<file path="config.mk">
export PLATFORM = sky130hd
export DESIGN_NAME = six_bit_text_encoder_core
export DESIGN_NICKNAME = d
export VERILOG_FILES = /design/src/design/sbte_pkg.sv /design/src/design/sbte_regroup.sv /design/src/design/sbte_out_buf.sv /design/src/design/six_bit_text_encoder_core.sv
export SDC_FILE = /design/constraint.sdc
export NUM_CORES = 1
export LEC_CHECK = 0
export ABC_CLOCK_PERIOD_IN_PS = 5900
export BUFFER_PORTS_ARGS = -buffer_cell sky130_fd_sc_hd__clkbuf_2
export CAP_MARGIN = 20
export CORE_MARGIN = 10
export CORE_UTILIZATION = 60
export DETAILED_ROUTE_END_ITERATION = 16
export PLACE_DENSITY = 0.8
export SYNTH_ARGS = -nofsm -noshare
export SYNTH_HDL_FRONTEND = slang
export SYNTH_HIERARCHICAL = 1
export SYNTH_SLANG_ARGS = --single-unit
</file>
<file path="constraint.sdc">
create_clock -name clk -period 5.9 [get_ports clk]
set_input_delay 1.18 -clock clk [delete_from_list [all_inputs] [get_ports clk]]
set_output_delay 1.18 -clock clk [all_outputs]
set_load 0.02 [all_outputs]
</file>
<file path="src/design/sbte_pkg.sv">
// ----------------------------------------------------------------------------
// sbte_pkg
// Shared types, constants and helpers for the six-bit text encoder.
// ----------------------------------------------------------------------------
package sbte_pkg;

	localparam logic [6:0]  CHAR_OFFSET = 7'h3c;
	localparam logic [5:0]  UNIT_MASK   = 6'h3f;
	localparam logic [15:0] LIMIT_RESET = 16'hffff;

	typedef struct packed {
		logic [7:0] data_byte;
		logic       last_byte;
	} sbte_in_t;

	typedef struct packed {
		logic        has_char;
		logic [6:0]  out_char;
		logic        end_of_message;
		logic [16:0] total_count;
	} sbte_out_t;

	// result set of one byte: count (0..2) and up to two results in order
	typedef struct packed {
		logic [1:0] n;
		sbte_out_t  r0;
		sbte_out_t  r1;
	} sbte_res_t;

	localparam sbte_out_t EMPTY_RESULT = '{has_char: 1'b0, out_char: 7'd0,
		end_of_message: 1'b0, total_count: 17'd0};

	function automatic sbte_out_t mk_char(input logic [5:0] unit);
		sbte_out_t r;
		r = EMPTY_RESULT;
		r.has_char = 1'b1;
		r.out_char = {1'b0, unit & UNIT_MASK} + CHAR_OFFSET;
		return r;
	endfunction

endpackage

</file>
<file path="src/design/sbte_regroup.sv">
// ----------------------------------------------------------------------------
// sbte_regroup
// Message state and the byte-to-unit regrouping: turns one byte into its
// set of up to two results and updates leftover bits and character count.
// ----------------------------------------------------------------------------
module sbte_regroup import sbte_pkg::*; (
	input  logic        clk,
	input  logic        arst_n,
	input  sbte_in_t    item,
	input  logic [15:0] output_limit,
	input  logic        fire,
	output sbte_res_t   res
);

	logic [5:0]  leftover_bits_q;
	logic [2:0]  leftover_count_q;
	logic [16:0] chars_sent_q;

	logic [2:0]  rc_raw;
	logic [2:0]  rc;
	logic [5:0]  made;
	logic [11:0] shl;
	logic [5:0]  rest;
	logic        under;
	logic [5:0]  lb_n;
	logic [2:0]  lc_n;
	logic [16:0] cs_n;
	logic [16:0] cs_d;

	assign rc_raw = leftover_count_q & 3'd6;
	assign rc     = (rc_raw > 3'd4) ? 3'd4 : rc_raw;
	assign made   = (leftover_bits_q | 6'(item.data_byte >> (3'd2 + rc))) & UNIT_MASK;
	assign shl    = {4'b0, item.data_byte} << (3'd4 - rc);
	assign rest   = shl[5:0];
	assign under  = chars_sent_q < {1'b0, output_limit};

	always_comb begin
		res.n  = 2'd0;
		res.r0 = EMPTY_RESULT;
		res.r1 = EMPTY_RESULT;
		lb_n   = leftover_bits_q;
		lc_n   = leftover_count_q;
		cs_n   = chars_sent_q;
		if (under) begin
			res.r0 = mk_char(made);
			res.n  = 2'd1;
			cs_n   = chars_sent_q + 17'd1;
			if (rc < 3'd4) begin
				lb_n = rest;
				lc_n = rc + 3'd2;
			end else begin
				// group complete; second unit only if a slot is left
				if (cs_n < {1'b0, output_limit}) begin
					res.r1 = mk_char(rest);
					res.n  = 2'd2;
					cs_n   = chars_sent_q + 17'd2;
				end
				lb_n = 6'd0;
				lc_n = 3'd0;
			end
		end
		cs_d = cs_n;
		if (item.last_byte) begin
			// flush pending bits, even past the limit
			if (lc_n != 3'd0) begin
				if (res.n == 2'd0) begin
					res.r0 = mk_char(lb_n);
				end else begin
					res.r1 = mk_char(lb_n);
				end
				res.n = res.n + 2'd1;
				cs_n  = cs_n + 17'd1;
			end
			if (res.n == 2'd0) begin
				res.n = 2'd1;
			end
			if (res.n == 2'd1) begin
				res.r0.end_of_message = 1'b1;
				res.r0.total_count    = cs_n;
			end else begin
				res.r1.end_of_message = 1'b1;
				res.r1.total_count    = cs_n;
			end
			lb_n = 6'd0;
			lc_n = 3'd0;
			cs_d = 17'd0;
		end
	end

	always_ff @(posedge clk or negedge arst_n) begin
		if (!arst_n) begin
			leftover_bits_q  <= 6'd0;
			leftover_count_q <= 3'd0;
			chars_sent_q     <= 17'd0;
		end else if (fire) begin
			leftover_bits_q  <= lb_n;
			leftover_count_q <= lc_n;
			chars_sent_q     <= cs_d;
		end
	end

	a_lc_legal: assert property (@(posedge clk) disable iff (!arst_n)
		leftover_count_q == 3'd0 || leftover_count_q == 3'd2 || leftover_count_q == 3'd4)
		else $error("leftover count out of range");

	a_last_clears: assert property (@(posedge clk) disable iff (!arst_n)
		fire && item.last_byte |=> chars_sent_q == 17'd0 && leftover_count_q == 3'd0)
		else $error("message state not cleared after last byte");

endmodule

</file>
<file path="src/design/sbte_out_buf.sv">
// ----------------------------------------------------------------------------
// sbte_out_buf
// Two-entry result queue: up to two results in per cycle, one out when ready.
// ----------------------------------------------------------------------------
module sbte_out_buf import sbte_pkg::*; (
	input  logic      clk,
	input  logic      arst_n,
	input  logic      push,
	input  sbte_res_t res,
	output logic [1:0] space,
	output logic      out_valid,
	input  logic      out_ready,
	output sbte_out_t out_data
);

	sbte_out_t  e0_q;
	sbte_out_t  e1_q;
	logic [1:0] cnt_q;

	logic       pop;
	logic [1:0] cnt_a;
	logic [1:0] push_n;
	sbte_out_t  e0_d;
	sbte_out_t  e1_d;

	assign pop       = (cnt_q != 2'd0) && out_ready;
	assign cnt_a     = cnt_q - {1'b0, pop};
	assign push_n    = push ? res.n : 2'd0;
	assign space     = 2'd2 - cnt_a;
	assign out_valid = cnt_q != 2'd0;
	assign out_data  = e0_q;

	always_comb begin
		case (cnt_a)
			2'd0: begin
				e0_d = res.r0;
				e1_d = res.r1;
			end
			2'd1: begin
				e0_d = pop ? e1_q : e0_q;
				e1_d = res.r0;
			end
			default: begin
				e0_d = e0_q;
				e1_d = e1_q;
			end
		endcase
	end

	always_ff @(posedge clk or negedge arst_n) begin
		if (!arst_n) begin
			cnt_q <= 2'd0;
		end else begin
			cnt_q <= cnt_a + push_n;
		end
	end

	always_ff @(posedge clk) begin
		e0_q <= e0_d;
		e1_q <= e1_d;
	end

	a_cnt_max: assert property (@(posedge clk) disable iff (!arst_n)
		cnt_q <= 2'd2)
		else $error("result queue overflow");

endmodule

</file>
<file path="src/design/six_bit_text_encoder_core.sv">
// ----------------------------------------------------------------------------
// six_bit_text_encoder_core
// Regroups message bytes into 6-bit units sent as characters (unit + 0x3c),
// with an output limit and a flush plus character count on the last byte.
//
//  channel  dir  handshake            payload
//  in       in   in_valid/in_ready    sbte_in_t  (data_byte, last_byte)
//  out      out  out_valid/out_ready  sbte_out_t (has_char .. total_count)
//  cfg      in   cfg_valid/cfg_ready  cfg_data = output_limit, always ready
//
// A byte passes an input register, then the regroup logic writes its
// results into a two-entry result queue, whose head entry drives the
// output. Output is one result per cycle while out_ready is high, so the
// results of a byte go out one after the other. Reset clears message state,
// sets the limit to 65535 and empties the queue. A stalled output backs up
// through the queue into the input register.
// ----------------------------------------------------------------------------
module six_bit_text_encoder_core import sbte_pkg::*; (
	input  logic        clk,
	input  logic        arst_n,
	input  logic        in_valid,
	output logic        in_ready,
	input  sbte_in_t    in_data,
	output logic        out_valid,
	input  logic        out_ready,
	output sbte_out_t   out_data,
	input  logic        cfg_valid,
	output logic        cfg_ready,
	input  logic [15:0] cfg_data
);

	logic [15:0] output_limit_q;
	logic        v_s1;
	sbte_in_t    item_s1;
	sbte_res_t   res;
	logic [1:0]  space;
	logic        fire;

	assign cfg_ready = 1'b1;
	// the whole result set must fit in the queue after this cycle's pop
	assign fire      = v_s1 && (res.n <= space);
	assign in_ready  = !v_s1 || fire;

	always_ff @(posedge clk or negedge arst_n) begin
		if (!arst_n) begin
			output_limit_q <= LIMIT_RESET;
			v_s1           <= 1'b0;
		end else begin
			if (cfg_valid && cfg_ready) begin
				output_limit_q <= cfg_data;
			end
			if (in_valid && in_ready) begin
				v_s1 <= 1'b1;
			end else if (fire) begin
				v_s1 <= 1'b0;
			end
		end
	end

	always_ff @(posedge clk) begin
		if (in_valid && in_ready) begin
			item_s1 <= in_data;
		end
	end

	sbte_regroup u_regroup (
		.clk          (clk),
		.arst_n       (arst_n),
		.item         (item_s1),
		.output_limit (output_limit_q),
		.fire         (fire),
		.res          (res)
	);

	sbte_out_buf u_out_buf (
		.clk       (clk),
		.arst_n    (arst_n),
		.push      (fire),
		.res       (res),
		.space     (space),
		.out_valid (out_valid),
		.out_ready (out_ready),
		.out_data  (out_data)
	);

	a_last_has_result: assert property (@(posedge clk) disable iff (!arst_n)
		fire && item_s1.last_byte |-> res.n != 2'd0)
		else $error("last byte produced no result");

endmodule

</file>
; Word-level counts from Yosys, hierarchy flattened
; Index checks and enable logic that the tools add are counted.
[classes]
n_addsub = 12
order_cmp = 5
n_eq_ne = 3
shift = 2
n_mux = 32
n_bitwise = 1
reduce_logical = 13
[ops]
columns = cell, count
row1 = 2-to-1 mux 54 bit, 4
row2 = 2-to-1 mux 26 bit, 5
row3 = case mux 26 bit (2 select lines), 2
row4 = 2-to-1 mux 17 bit, 5
row5 = 2-to-1 mux 18 bit, 2
row6 = "adder 17 x 1 -> 17 bit, second input constant", 2
row7 = < comparator 17 x 16 -> 1 bit, 2
row8 = "adder 6 x 6 -> 7 bit, second input constant", 3
row9 = 2-to-1 mux 6 bit, 3
row10 = "adder 17 x 2 -> 17 bit, second input constant", 1
row11 = 2-to-1 mux 3 bit, 4
row12 = 2-to-1 mux 2 bit, 5
row13 = << shifter 8 x 3 -> 6 bit, 1
row14 = right shift 8 x 3 -> 6 bit, 1
row15 = logical NOT 2 bit, 3
row16 = OR 6 bit, 1
row17 = nonzero test 2 bit, 3
row18 = "== test 2 x 1 -> 1 bit, second input constant", 2
row19 = "adder 2 x 3 -> 3 bit, first input constant", 1
row20 = "greater-than comparator 3 bit, second input constant", 1
row21 = logical AND 1 bit, 3
row22 = "< comparator 3 bit, second input constant", 1
row23 = nonzero test 3 bit, 1
row24 = "subtractor 3 bit, first input constant", 1
row25 = other kinds (10), 11
[totals]
register_bits = 106
inputBits = 30
out_inout_bits = 29
wordCells = 84

; Depth between registers and ports, before layout
; Gate-level depths: netlist of run 1.
[logic_depth]
depth_word = 23
mapped_depth = 27

; Modules after synthesis
; Netlist of run 1, hierarchy kept.
[modules_own_cells]
columns = module, instances, cells_each, area_each_um2, seq_area_each_um2
row1 = sbte_regroup, 1, 477, 3641.0, 650.6
row2 = sbte_out_buf, 1, 134, 2556.2, 1611.5
row3 = six_bit_text_encoder_core, 1, 57, 1054.8, 715.7

; Worst setup path before layout of run 1
; Ideal clock, no wire load.
[synth_path]
path_kind = register to output
from = register u_regroup.chars_sent_q[2]
to = output in_ready
arrival_time_ps = 4453
t_required_ps = 4720
slack_ps = 267
stages_incl_launch_ff = 22
cell_sequence = dfrtp_1 -> ha_1 -> nand2_1 -> nor2_1 -> nand3_1 -> nor2_1 -> xor2_1 -> ha_1 -> nand3_1 -> o221ai_1 -> a211o_1 -> nor3_2 -> nand2_1 -> ha_1 -> a21boi_0 -> nand2_1 -> clkbuf_1 -> nand2_1 -> inv_1 -> ha_1 -> nand2_1 -> o211ai_2
[synth_lines]
columns = item, line_no
row1 = from (decl), sbte_regroup.sv:17  ; logic [16:0] chars_sent_q;
row2 = from (signal assigned), sbte_regroup.sv:98  ; chars_sent_q <= cs_d;
row3 = to (decl), six_bit_text_encoder_core.sv:22  ; output logic in_ready,

==> metrics.txt, run 1 <==
Final min period 5.64 ns; Syn. warnings 6; met3 global-route usage 3.73%; Post-Syn Nets 740; initial antenna violation count 0; worst reg2reg startpoint u_regroup/chars_sent_q[1]; slack of the worst reg-to-reg path 0.34 ns; Worst Path Required 4.72 ns; MaxCap Viol Count 0; DR WL/cell 19.2 um; Slew Viols, Final 0; Hold Slack 0.504 ns; CTS tree built; Clock Skew 0.00922 ns; Cell Area, Placed 0.00769 mm2; sequential share of the synthesized area 41.1%; Die Height 130 um; fin nets 811; dpl ws 0.280 ns; Synth Instances 668; port bufs 57; Die W 130 um; Cell variety after synth 77; ant diodes 0; Worst Tran Pin Value 0.799 ns; VDD IR-drop max 0.332 mV; share of layout cells above drive strength 1 30.6%; hpwl dp 12.8 mm; Max Freq 0.177 GHz; Hold EP u_regroup/leftover_count_q[0]; htree depth 3; DR iter-0 viols 521; ranking of synthesized cells by area edfxtp_1, dfrtp_1, mux2_4; Final setup viols 0; post-route ant nets 0; leak pwr 3.41 nW; ys async rst share 42.5%; power density cells 531 mW/mm2; Root Buffer clkbuf_16; worst-case clock buffer depth 2; crit start category register; Clock Pin Slew Worst Setup and Hold Paths 0.07 ns; die area 0.0169 mm2; critical setup path kind reg -> out; Post-CTS Hold Buffers 0; Final WS setup 0.264 ns; Global Route met1 Usage 27.3%; via count 5453; vias in the first global route 5406; FP Rows 40; Hold Path Depth 1; predominant post-synthesis flop cell edfxtp_1; total gr overflow 0; RR Endpoint u_out_buf/out_data[16]; CTS Sinks 106; Mapped Avg Cell Area 10.9 um2; commonest cells after routing, fill and taps aside edfxtp_1, clkbuf_2, nand2_1, nor2_1, ha_1; global-route met2 utilization 33.6%; starting density of the core 60.9%; area grow syn2layout 12.4%; area of the mapped netlist 0.00725 mm2; Yosys top cell area share 25.3%; Final period util 95.5%; Yosys top cell by area edfxtp_1; slew margin rel. 46.8%; gp weighted congestion 0.902; HP Class reg -> reg; cell area after layout 0.00815 mm2; Post-synth EDFFs 61; gr busiest metal met2; Worst Setup End Kind output port; largest net degree at the start of global routing 46; io pins 59; insertion delay to the later sink of the worst-skew pair 0.36 ns; #FFs+latches synth 106; core area 0.0119 mm2; status finished, final reports clean; total power 0.00433 W; vias per inst 6.12; Total GRT Usage 20.8%; DP Cell Count 863; Worst Min Path Start u_regroup/leftover_count_q[0]; drt pass-1 iters 5; commonest non-fill, non-tap cell in the layout edfxtp_1; final non-filler cell total 891; CTS Buf Count 9; first-pass GRT wire length 28.0 mm; DRC viols 0; CP arrival 4.46 ns; CP max FO 7; R2R depth 20; routed wire length 17.1 mm; Hold Vio Cnt, Final 0
Yosys cell counts (2+ instances only):
master / number
edfxtp_1: 61
nand2_1: 45
nor2_1: 43
ha_1: 42
mux2_4: 39
inv_1: 34
mux2_2: 34
xnor2_1: 32
dfrtp_1: 29
nand3_1: 28
o21ai_0: 28
a21oi_1: 23
dfstp_2: 16
clkbuf_1: 15
o2bb2ai_1: 13
nor3_1: 12
and2_1: 11
xor2_1: 11
nand4_1: 10
a211oi_1: 7
and3_1: 7
mux2i_1: 7
nor2b_1: 7
or3_1: 7
a22o_1: 6
buf_1: 6
o22ai_1: 6
a21o_1: 5
a31oi_1: 5
buf_12: 5
nor3b_1: 5
or2_2: 5
o31ai_1: 4
buf_2: 3
nand4b_1: 3
nor4_1: 3
o21a_1: 3
or4_1: 3
a22oi_1: 2
a41oi_1: 2
clkinv_1: 2
nand2b_1: 2
o2111ai_1: 2
o311ai_0: 2
sequential cells by signal, summed over array words and instances, names as in the netlist:
signal and cells:
u_out_buf/e1_q 26, u_out_buf/out_data 26, u_regroup/chars_sent_q 17, output_limit_q 16, item_s1 9, u_regroup/leftover_bits_q 6, u_regroup/leftover_count_q 3, u_out_buf/cnt_q 2
v_s1 1
power by group:
group          switching, W  internal [W]  leakage, nW  total, W
Clock              0.000268      0.000284        0.121  0.000553
Sequential         0.000136       0.00124         1.14   0.00138
Combinational       0.00142      0.000977         2.14   0.00239
Total               0.00182       0.00251         3.41   0.00433
metrics by stage:
| step | TNS [ns] | util, % |
|---|---|---|
| 2_1_floorplan | 0 | - |
| 3_3_place_gp | 0 | 64.6 |
| 3_5_place_dp | 0 | 64.6 |
| 4_1_cts | 0 | 66.8 |
| 5_1_grt | -0.0264 | 68.4 |
| 6_report | 0 | 68.4 |
worst max-delay path by stage:
stage / cells after the start / to / from / slack (ns)
floorplan: 21 / in_ready / u_regroup/chars_sent_q[2] / 0.27
global placement: 18 / u_out_buf/out_data[16] / u_regroup/chars_sent_q[2] / 0.49
detailed placement: 18 / u_out_buf/out_data[16] / u_regroup/chars_sent_q[2] / 0.28
CTS: 21 / in_ready / u_regroup/chars_sent_q[2] / 0.004
global route: 20 / in_ready / u_regroup/chars_sent_q[0] / -0.03
finish: 22 / in_ready / u_regroup/chars_sent_q[1] / 0.26
timing repair:
action	CTS	global route
pin swaps	0	2
resized for setup	3	19
endpoints found under the setup margin	1	5
buffers inserted	0	11
metal layers:
metal | up-vias | routed length, um
li1 | 2617 | -
met1 | 2627 | 7800
met2 | 186 | 8050
met3 | 23 | 958
met4 | 0 | 291
met5 | - | 0
worst max-delay path, stage by stage (launching register included):
cell      delay [ns]
dfrtp_2         0.42
buf_12          0.13
ha_4            0.17
nand2_1         0.11
nor2_1          0.15
nand3_1         0.13
nor2_1          0.15
xor2_1          0.17
ha_1            0.27
nand3_2         0.16
o221ai_2        0.13
a211o_1         0.35
nor3_4          0.24
nand2_1         0.11
ha_1            0.33
a21boi_1        0.16
nand2_1         0.10
nand2_2         0.11
inv_1           0.05
ha_1            0.28
nand2_1         0.10
o211ai_2        0.11
clkbuf_2        0.17
cell type report:
class                   count  area, um2
clock inverters             5       28.8
inverters                  36        135
clock buffers              11        233
well taps                 147        184
flip-flops and latches    106       2990
fillers                   900       3760
multi-input cells         495       4010
repair buffers             91        573
logic make-up (layout without fill, tap and decap cells):
kind of cell	Yosys count	in the layout	synth area share [%]
adders and majority gates	42	42	7.25
other	1	1	0.0517
DFF	106	106	41.1
AOI/OAI and AO/OA	124	124	12.0
buffers and inverters	67	143	4.80
xor gates and xnor gates	45	45	5.64
and+or+nand+nor	203	203	14.9
muxes	80	80	14.3
(Power assumes the default switching activity.)
==> run 2: changes to the inputs <==
--- a/config.mk
+++ b/config.mk
@@ -5,7 +5,8 @@
 export SDC_FILE = /design/constraint.sdc
 export NUM_CORES = 1
 export LEC_CHECK = 0
-export ABC_CLOCK_PERIOD_IN_PS = 5900
+export ABC_AREA = 1
+export ABC_CLOCK_PERIOD_IN_PS = 6500
 export BUFFER_PORTS_ARGS = -buffer_cell sky130_fd_sc_hd__clkbuf_2
 export CAP_MARGIN = 20
 export CORE_MARGIN = 10
@@ -14,5 +15,4 @@
 export PLACE_DENSITY = 0.8
 export SYNTH_ARGS = -nofsm -noshare
 export SYNTH_HDL_FRONTEND = slang
-export SYNTH_HIERARCHICAL = 1
 export SYNTH_SLANG_ARGS = --single-unit
==> constraint.sdc (replaced) <==
create_clock -name clk -period 6.5 [get_ports clk]
set_input_delay 1.3 -clock clk [delete_from_list [all_inputs] [get_ports clk]]
set_output_delay 1.3 -clock clk [all_outputs]
set_load 0.02 [all_outputs]
==> metrics.txt, run 2 <==
Final setup viols 0 (unchanged); HP Class reg -> reg; Fillers 967 (+7.4%); ys async rst share 42.5% (unchanged); post-route ant nets 0 (unchanged); Worst Setup SP u_regroup.chars_sent_q[2]; Die Height 127 um (-2.3%); CTS Buf Count 9 (unchanged); Final WS setup 0.672 ns (+0.409 ns); drt pass-1 iters 5 (unchanged); commonest cells after routing, fill and taps aside nand2_1, inv_1, nor2_1, edfxtp_1, clkbuf_2; CP Capture Point in_ready; Compound-Gate Fraction of Synth Area 10.2% (-1.8 points); power density cells 587 mW/mm2 (+11%); Final min period 5.83 ns; commonest cells in the netlist nand2_1, inv_1, nor2_1; Synth Instances 852 (+28%); Post-Syn Nets 924 (+25%); Hold Slack 0.490 ns (-0.0133 ns); first-pass GRT wire length 27.2 mm (-2.7%); initial antenna violation count 0 (unchanged); Most common cell on crit path nand2_1; DR iter-0 viols 726 (+39%); CTS tree built; predominant post-synthesis flop cell edfxtp_1; gp weighted congestion 0.925 (+2.5%); Syn. warnings 0 (-6); Crit path largest cell delay 0.56 ns (+0.14 ns); port bufs 57 (unchanged); critical setup path kind reg -> out; worst reg2reg startpoint u_regroup.chars_sent_q[2]; share of layout cells above drive strength 1 14.4% (-16 points); area of the mapped netlist 0.00687 mm2 (-5.3%); Cell variety after synth 45 (-42%); starting density of the core 60.6% (-0.24 points); Clock Skew 0.00922 ns (+0.00000250 ns); sequential share of the synthesized area 43.4% (+2.3 points); Worst Setup End Kind output port; MaxCap Viol Count 0 (unchanged); area grow syn2layout 10.4%; commonest non-fill, non-tap cell in the layout nand2_1; ant diodes 0 (unchanged); crit-path cells ha_1 -> nand2_1 -> nor3_1 -> nand2_1 -> nor4_1 -> xor2_1 -> inv_1 -> ha_1 -> nor3_4 -> nand3_2 -> nand2_1 -> nor2_1 -> a31oi_1 -> ha_1 -> nand2_1 -> nand3_1 -> clkbuf_2; post-cts resize count 0 (-3); Max Freq 0.172 GHz; vias per inst 5.52 (-9.8%); worst-case clock buffer depth 2 (unchanged); routed wire length 16.1 mm (-5.7%); fin nets 975 (+20%); dpl ws 1.16 ns (+0.877 ns); CP arrival 4.53 ns (+0.07 ns); die area 0.0161 mm2 (-4.5%); status finished, final reports clean; Root Buffer clkbuf_16; leak pwr 3.60 nW (+5.5%); via count 5803 (+6.4%); simple logic cell fraction of the synthesized area 26.2% (+11 points); insertion delay to the later sink of the worst-skew pair 0.36 ns (about the same); largest net degree at the start of global routing 46 (unchanged); slew margin rel. 46.4% (-0.37 points); ranking of synthesized cells by area edfxtp_1, nand2_1, dfrtp_1; CP max-delay cell nor3_1; footprint of the multi-input gates 0.00335 mm2 (-17%); portion of netlist area occupied by mux cells 0% (-14 points); most frequent cell after synthesis nand2_1; CP max FO 8 (+1); post-synthesis adder-cell area fraction 7.65% (+0.41 points); hpwl dp 12.0 mm (-6.4%); CTS Sinks 106 (unchanged); VDD IR-drop max 0.578 mV (+74%); RR Endpoint u_regroup.leftover_bits_q[2]; Hold Vio Cnt, Final 0 (unchanged); vias in the first global route 5484 (+1.4%); slack of the worst reg-to-reg path 1.03 ns (+0.69 ns); R2R depth 21 (+5.0%); Total GRT Usage 20.4% (-0.37 points); buffer count from post-CTS setup fixing 0 (unchanged); RSZ-0062 raised after global routing false; Yosys top cell area share 26.7% (+1.4 points); largest family of logic cells by synthesized area simple AND/OR/NAND/NOR gates; htree depth 3 (unchanged); Worst Path Required 5.20 ns (+0.48 ns); Storage cell area 0.00298 mm2 (-0.34%); xor/xnor cell area share of the yosys netlist 4.70% (-0.94 points); DR WL/cell 15.3 um (-20%); Final period util 89.7%; Yosys top cell by area edfxtp_1; DRC viols 0 (unchanged); Final TNS setup 0 ns (unchanged); io pins 59 (unchanged); Largest delay share family, worst path simple AND/OR/NAND/NOR gates; #FFs+latches synth 106 (unchanged); total stage count of the critical path 17 (-23%); Post-CTS Hold Buffers 0 (unchanged); Slew Viols, Final 0 (unchanged); Die W 127 um (-2.3%); Post-synth EDFFs 61 (unchanged); crit start category register; Mapped Avg Cell Area 8.06 um2 (-26%); FP Rows 39 (-2.5%); Worst Tran Pin Value 0.803 ns (+0.00471 ns); Clock Pin Slew Worst Setup and Hold Paths 0.07 ns (about the same); total gr overflow 0 (unchanged); CP bufs+invs 2 (-1); core area 0.0113 mm2 (-5.0%)
run 2: layer usage:
| layer | vias up | track usage (%) | routed length (um) |
|---|---|---|---|
| li1 | 2911 | - | - |
| met1 | 2623 | 28.7 | 7370 |
| met2 | 243 | 30.8 | 7190 |
| met3 | 26 | 4.80 | 1360 |
| met4 | 0 | 5.49 | 200 |
| met5 | - | 0 | 0 |
run 2: cell type report:
cell class,count,area share [%]
Multi-Input combinational cell,606,44.1
Sequential cell,106,39.3
Inverter,117,5.79
Timing Repair Buffer,63,4.62
Clock buffer,12,3.12
Tap cell,143,2.36
Clock inverter,4,0.677
run 2: how the worst min path moves through the flow:
stage,start,endpoint,cells after the start
3_3_place_gp,u_regroup.leftover_bits_q[1],u_regroup.leftover_bits_q[1],2
2_1_floorplan,u_regroup.leftover_bits_q[1],u_regroup.leftover_bits_q[1],2
6_report,u_regroup.leftover_bits_q[1],u_regroup.leftover_bits_q[1],2
4_1_cts,u_regroup.leftover_count_q[0],u_regroup.leftover_count_q[0],2
5_1_grt,u_regroup.leftover_count_q[0],u_regroup.leftover_count_q[0],2
3_5_place_dp,u_regroup.leftover_bits_q[1],u_regroup.leftover_bits_q[1],2
run 2: cells by family after synthesis:
family	after synthesis
AOI/OAI and AO/OA	123
xor gates and xnor gates	36
adders and majority gates	42
buffers and inverters	140
DFF	106
other	1
and+or+nand+nor	404
run 2: per-stage QoR:
step / cell area (um2) / instances / total power [W] / utilization [%]
after floorplan: 6870 / 852 / 0.00314 / -
after global placement: 7260 / 1034 / 0.00373 / 64.2
after detailed placement: 7260 / 1034 / 0.00381 / 64.2
after CTS: 7550 / 1050 / 0.00438 / 66.7
after global routing: 7580 / 1051 / 0.00481 / 67.0
final: 7580 / 1051 / 0.00445 / 67.0
run 2: where the power goes:
group          total [W]  leakage [nW]  switching [W]  internal (W)
clock network   0.000552         0.133       0.000252      0.000300
logic            0.00258          2.30        0.00181      0.000768
registers        0.00132          1.16       0.000134       0.00118
total            0.00445          3.60        0.00220       0.00225
run 2: worst register-to-register path: stages (launching register included):
cell     delay, ns
dfrtp_1       0.44
ha_1          0.22
nand2_1       0.09
nor3_1        0.56
nand2_1       0.21
nor4_1        0.36
xor2_1        0.25
inv_1         0.07
ha_1          0.22
nor3_4        0.45
nand3_2       0.23
nand2_1       0.13
nor2_1        0.06
a31oi_1       0.22
ha_1          0.28
nand2_1       0.08
a21oi_1       0.07
buf_4         0.23
inv_1         0.19
nor2_1        0.08
inv_1         0.59
o22ai_1       0.25
